### config.mk
export PLATFORM = sky130hd
export DESIGN_NAME = vsdf_ctrl
export DESIGN_NICKNAME = d
export VERILOG_FILES = /design/src/hw/rtl/vsdf_pkg.sv /design/src/hw/rtl/vsdf_ctrl.sv
export SDC_FILE = /design/constraint.sdc
export NUM_CORES = 1
export LEC_CHECK = 0
export BUFFER_PORTS_ARGS = -buffer_cell sky130_fd_sc_hd__buf_2
export CORE_AREA = 2 2 39 41
export DETAILED_ROUTE_END_ITERATION = 6
export DIE_AREA = 0 0 41 43
export GPL_ROUTABILITY_DRIVEN = 1
export RECOVER_POWER = 50
export SYNTH_ARGS = -nofsm -noshare
export SYNTH_HDL_FRONTEND = slang
export SYNTH_SLANG_ARGS = --single-unit
### constraint.sdc
create_clock -name clk -period 1.9 [get_ports clk]
set_clock_uncertainty 0.1 [all_clocks]
set_input_delay 0.095 -clock clk [delete_from_list [all_inputs] [get_ports clk]]
set_output_delay 0.095 -clock clk [all_outputs]
set_load 0.05 [all_outputs]
### src/hw/rtl/vsdf_pkg.sv
// Shared types, constants and fixed-point helpers for the spring-damper block.
// No dependencies; used by every module of the block.
package vsdf_pkg;

    localparam int MAX_ROBOTS_DEF = 16;

    localparam int IDX_W   = 4;
    localparam int VAL_W   = 32;
    localparam int TDATA_W = 136;
    localparam int ENTRY_W = 4 * VAL_W;

    // Configuration register indexes
    localparam int CFG_IDX_W = 2;
    localparam logic [CFG_IDX_W-1:0] REG_SPRING_GAIN = 2'd0;
    localparam logic [CFG_IDX_W-1:0] REG_DAMPER_GAIN = 2'd1;
    localparam logic [CFG_IDX_W-1:0] REG_SAMPLE_RATE = 2'd2;

    localparam logic [VAL_W-1:0] SPRING_GAIN_RST = 32'd65536;
    localparam logic [VAL_W-1:0] DAMPER_GAIN_RST = 32'd65536;
    localparam logic [VAL_W-1:0] SAMPLE_RATE_RST = 32'd1310720;

    // Multiplier schedule: one product issued per step; STEP_DONE issues none
    localparam int STEP_W = 4;
    localparam logic [STEP_W-1:0] STEP_RATE_X   = 4'd0;
    localparam logic [STEP_W-1:0] STEP_RATE_Y   = 4'd1;
    localparam logic [STEP_W-1:0] STEP_SPRING_X = 4'd2;
    localparam logic [STEP_W-1:0] STEP_SPRING_Y = 4'd3;
    localparam logic [STEP_W-1:0] STEP_DAMP_X   = 4'd4;
    localparam logic [STEP_W-1:0] STEP_DAMP_Y   = 4'd5;
    localparam logic [STEP_W-1:0] STEP_SQ_X     = 4'd6;
    localparam logic [STEP_W-1:0] STEP_SQ_Y     = 4'd7;
    localparam logic [STEP_W-1:0] STEP_ENLO_X   = 4'd8;
    localparam logic [STEP_W-1:0] STEP_ENHI_X   = 4'd9;
    localparam logic [STEP_W-1:0] STEP_ENLO_Y   = 4'd10;
    localparam logic [STEP_W-1:0] STEP_ENHI_Y   = 4'd11;
    localparam logic [STEP_W-1:0] STEP_DONE     = 4'd12;

    typedef struct packed {
        logic              load;
        logic              stretch;
        logic              prep;
        logic              diff;
        logic              mul;
        logic [STEP_W-1:0] step;
        logic              store;
        logic              out_load;
    } vsdf_cmd_t;

    // Magnitude of a signed word; the most negative value maps to 2^31.
    function automatic logic [VAL_W-1:0] abs32(input logic [VAL_W-1:0] v);
        abs32 = v[VAL_W-1] ? (~v + 32'd1) : v;
    endfunction

    // |offset| - |rest|, clamped at the positive limit.
    function automatic logic [VAL_W-1:0] stretch_of(input logic [VAL_W-1:0] o,
                                                   input logic [VAL_W-1:0] r);
        logic [VAL_W:0] d;
        d = {1'b0, abs32(o)} - {1'b0, abs32(r)};
        if (!d[VAL_W] && d[VAL_W-1])
            stretch_of = 32'h7FFF_FFFF;
        else
            stretch_of = d[VAL_W-1:0];
    endfunction

    // Signed rate from magnitude and sign, saturated to 32 bits.
    function automatic logic [VAL_W-1:0] rate_sat(input logic [47:0] m, input logic neg);
        if (neg)
            rate_sat = (m >= 48'h8000_0000) ? 32'h8000_0000 : (~m[VAL_W-1:0] + 32'd1);
        else
            rate_sat = (m > 48'h7FFF_FFFF) ? 32'h7FFF_FFFF : m[VAL_W-1:0];
    endfunction

    // Magnitude of the saturated rate.
    function automatic logic [VAL_W-1:0] rate_mag(input logic [47:0] m, input logic neg);
        if (neg)
            rate_mag = (m >= 48'h8000_0000) ? 32'h8000_0000 : m[VAL_W-1:0];
        else
            rate_mag = (m > 48'h7FFF_FFFF) ? 32'h7FFF_FFFF : m[VAL_W-1:0];
    endfunction

    // Apply the sign of the offset to the force sum and saturate; a zero offset gives zero.
    function automatic logic [VAL_W-1:0] force_sat(input logic signed [49:0] sum,
                                                  input logic [VAL_W-1:0] o);
        logic signed [50:0] v;
        v = o[VAL_W-1] ? -$signed({sum[49], sum}) : $signed({sum[49], sum});
        if (o == '0)
            force_sat = '0;
        else if (v > 51'sh7FFF_FFFF)
            force_sat = 32'h7FFF_FFFF;
        else if (v < -51'sh8000_0000)
            force_sat = 32'h8000_0000;
        else
            force_sat = v[VAL_W-1:0];
    endfunction

    // Energy word from the high part of K*e^2: drop 17 more bits, saturate.
    function automatic logic [VAL_W-1:0] energy_sat(input logic [63:0] hi);
        energy_sat = (hi[63:49] != '0) ? 32'hFFFF_FFFF : hi[48:17];
    endfunction

endpackage

### src/hw/rtl/vsdf_ctrl.sv
// Sequencer for the spring-damper block: handshakes and multiplier schedule.
// Depends on vsdf_pkg for the command struct and step codes.
module vsdf_ctrl import vsdf_pkg::*;
(
    input  logic      clk,
    input  logic      rst_n,
    input  logic      s_tvalid,
    output logic      s_tready,
    output logic      m_tvalid,
    input  logic      m_tready,
    output vsdf_cmd_t cmd
);

    localparam logic [2:0] ST_IDLE    = 3'd0;
    localparam logic [2:0] ST_STRETCH = 3'd1;
    localparam logic [2:0] ST_PREP    = 3'd2;
    localparam logic [2:0] ST_DIFF    = 3'd3;
    localparam logic [2:0] ST_MUL     = 3'd4;
    localparam logic [2:0] ST_WRITE   = 3'd5;

    logic [2:0]        state_reg, state_next;
    logic [STEP_W-1:0] step_reg, step_next;
    logic              out_valid_reg, out_valid_next;

    always_comb
    begin
        state_next     = state_reg;
        step_next      = step_reg;
        cmd            = '0;
        cmd.step       = step_reg;
        s_tready       = 1'b0;
        case (state_reg)
            ST_IDLE:
            begin
                s_tready = 1'b1;
                if (s_tvalid)
                begin
                    cmd.load   = 1'b1;
                    state_next = ST_STRETCH;
                end
            end
            ST_STRETCH:
            begin
                cmd.stretch = 1'b1;
                state_next  = ST_PREP;
            end
            ST_PREP:
            begin
                cmd.prep   = 1'b1;
                state_next = ST_DIFF;
            end
            ST_DIFF:
            begin
                cmd.diff   = 1'b1;
                step_next  = STEP_RATE_X;
                state_next = ST_MUL;
            end
            ST_MUL:
            begin
                cmd.mul = 1'b1;
                if (step_reg == STEP_DONE)
                    state_next = ST_WRITE;
                else
                    step_next = step_reg + 4'd1;
            end
            ST_WRITE:
            begin
                // hold here while the previous word is still unclaimed
                cmd.store = 1'b1;
                if (!out_valid_reg || m_tready)
                begin
                    cmd.out_load = 1'b1;
                    state_next   = ST_IDLE;
                end
            end
            default:
            begin
                state_next = ST_IDLE;
            end
        endcase
    end

    always_comb
    begin
        out_valid_next = out_valid_reg;
        if (cmd.out_load)
            out_valid_next = 1'b1;
        else if (m_tready)
            out_valid_next = 1'b0;
    end

    always_ff @(posedge clk or negedge rst_n)
    begin
        if (!rst_n)
        begin
            state_reg     <= ST_IDLE;
            step_reg      <= '0;
            out_valid_reg <= 1'b0;
        end
        else
        begin
            state_reg     <= state_next;
            step_reg      <= step_next;
            out_valid_reg <= out_valid_next;
        end
    end

    assign m_tvalid = out_valid_reg;

endmodule

==> run metrics <==
status finished, final reports clean; core area 0.00138 mm²; CP startpoint state_reg[0]; cell at the slowest stage of the critical path dfrtp_1; drt initial violations 12; Syn-to-layout area delta 23.9%; first-pass GRT wire length 1.55 mm; crit path time final 1.77 ns; Clock transition at path regs 0.05 ns; routability congestion estimate from global placement 0.741; Slew Limit Fails 0; dpl cell area 564 µm²; HP Start m_tready; final setup fails 0; crit-path cells nand2_1, nor2_1, buf_2; Cells after Synth 48; Post-Synth Adder-Cell Area 5.26%; DRC Markers 0; boundary pin count 17; # port buffers 16; total congestion overflow 0; GRT Overall Usage 12.9%; largest net degree at the start of global routing 11; vias in the first global route 361; crit path max fanout 10; Detailed Route WL 935 µm; Syn. warnings 0; Bufs and invs on worst path 1; Post-Synthesis Cell Area 475 µm²; Final ANT Viol Nets 0; layout cell share with drive strength beyond 1 32.3%; Hold Path Class input port to register; critical path startpoint category register; DR vias/cell 4.90; DIE WIDTH 41 µm; WL per Instance 11.5 µm; overall via count from detail_route 397; Finished Core Util 42.6%; post-route cell area 589 µm²; Worst R2R Start state_reg[2]; Post-CTS Setup Bufs 0; Post-Synth Simple-Gate Area 30.3%; CP max stage delay 0.58 ns; post-synthesis mux area share 2.11%; initial core utilization 34.4%; CP top delay family flip-flops; flops & latches, synth 8; RSZ-0062 raised after global routing false; actual slew at the worst max-slew pin 0.591 ns; root buffer cell clkbuf_4; largest family of logic cells by synthesized area simple AND/OR/NAND/NOR gates; fmax 564 MHz; die extent in y 43 µm; number of flip-flops in the largest register 4; # diodes 0; post-synthesis net count 54; Skew-Pair Late Insertion Delay 0.25 ns; CTS Buffer Depth 2; CTS Buf Count 3; crit end category output pin; row count 14; CTS tree done; Synth cell types 27; Worst slew margin 60.7%; DP HPWL 700 µm; fin crit share 93.3%; Avg Inst Size Synth 9.91 µm²; Hold WS 0.0968 ns; Arrival @ worst endpoint 1.58 ns; Nets 73; antenna violations before repair 0; Die ar. 0.00176 mm²; part of the Yosys area used for sequential elements 42.1%; H-tree levels 1; final hold vios 0; post-synthesis compound-gate area fraction 12.4%; Crit Path Category register to output pin; Worst Path Required 1.70 ns; Initial DRT Pass Iterations 2; max-cap viol count 0; post-synthesis xor/xnor area fraction 0%; final setup TNS 0 ns; Sink Count 8
## Yosys cell counts, drive strengths merged
| cell | count | area share, % |
|---|---|---|
| buf | 3 | 5.5 |
| ha | 2 | 5.3 |
| a41oi | 1 | 1.8 |
| or2 | 2 | 2.6 |
| inv | 3 | 2.4 |
| nor3b | 3 | 7.1 |
| mux2i | 1 | 2.1 |
| nor3 | 2 | 2.1 |
| a21oi | 3 | 3.2 |
| nand4 | 1 | 1.3 |
| a211oi | 1 | 1.6 |
| nand2b | 2 | 2.6 |
| or3 | 1 | 1.3 |
| nand3 | 2 | 2.1 |
| o31ai | 1 | 1.6 |
| nand3b | 1 | 1.6 |
| and2 | 2 | 2.9 |
| nor2b | 1 | 1.3 |
| dfrtp | 8 | 42 |
| nand2 | 3 | 2.4 |
| a221oi | 1 | 3.2 |
| nor2 | 2 | 1.6 |
| o21ai | 1 | 1.1 |
| nor4 | 1 | 1.3 |
## worst paths after layout
check                          endpoint  slack, ns  cells past startpoint
min in group asynchronous  state_reg[0]       0.19                      2
max reg2reg                 step_reg[0]       0.41                      3
min reg2reg                    m_tvalid       0.47                      2
min                            m_tvalid        0.1                      3
max                              cmd[7]       0.13                      3
max in group asynchronous   step_reg[2]       1.21                      2
## worst register-to-register path, cell delays in order (launching register included)
cell and delay [ns]:
dfrtp_1 0.52, nor3b_4 0.36, and2_2 0.25, mux2i_1 0.19
## metal layers
metal / vias to the layer above / global-route usage [%] / part of all wire (%)
met5: - / 0 / 0
met4: 0 / 6.00 / 0
met3: 0 / 3.14 / 7.5
met2: 15 / 15.3 / 40
met1: 178 / 20.9 / 52
li1: 204 / - / -
## layout make-up
class / count / area [µm²]
clock buffer: 3 / 22.5
fill: 146 / 795
inverter: 3 / 11.3
multi-input combinational: 34 / 253
sequential: 8 / 200
tap: 16 / 20.0
timing repair buffer: 17 / 82.6
## cell usage in the layout (no fill, tap or decap), types with 2 or more instances in the layout
| cell type | count |
|---|---|
| buf_2 | 10 |
| dfrtp_1 | 8 |
| clkbuf_1 | 6 |
| inv_1 | 3 |
| nand2_1 | 3 |
| a21oi_1 | 3 |
| clkbuf_4 | 3 |
| nor3b_2 | 2 |
| nor2_1 | 2 |
| nand2b_1 | 2 |
| nand3_1 | 2 |
| or2_2 | 2 |
| ha_1 | 2 |
## kinds of logic (layout without fill, tap and decap cells)
group,Yosys count,after routing
and+or+nand+nor,23,23
muxes,1,1
AOI/OAI and AO/OA,8,8
buffers and inverters,6,23
DFF,8,8
adders and majority gates,2,2
## through the flow
step / setup slack, ns / instances
2_1_floorplan: -0.0232 / 48
3_3_place_gp: 0.396 / 77
3_5_place_dp: 0.409 / 77
4_1_cts: 0.128 / 81
5_1_grt: 0.00979 / 81
6_report: 0.127 / 81
## repair_timing
action	CTS	global route
resized for setup	0	0
hold endpoints to repair	8	0
hold buffers	1	0
Power is not shown: default switching activity piles up to over one toggle a cycle in this logic, so the estimate is an artifact.
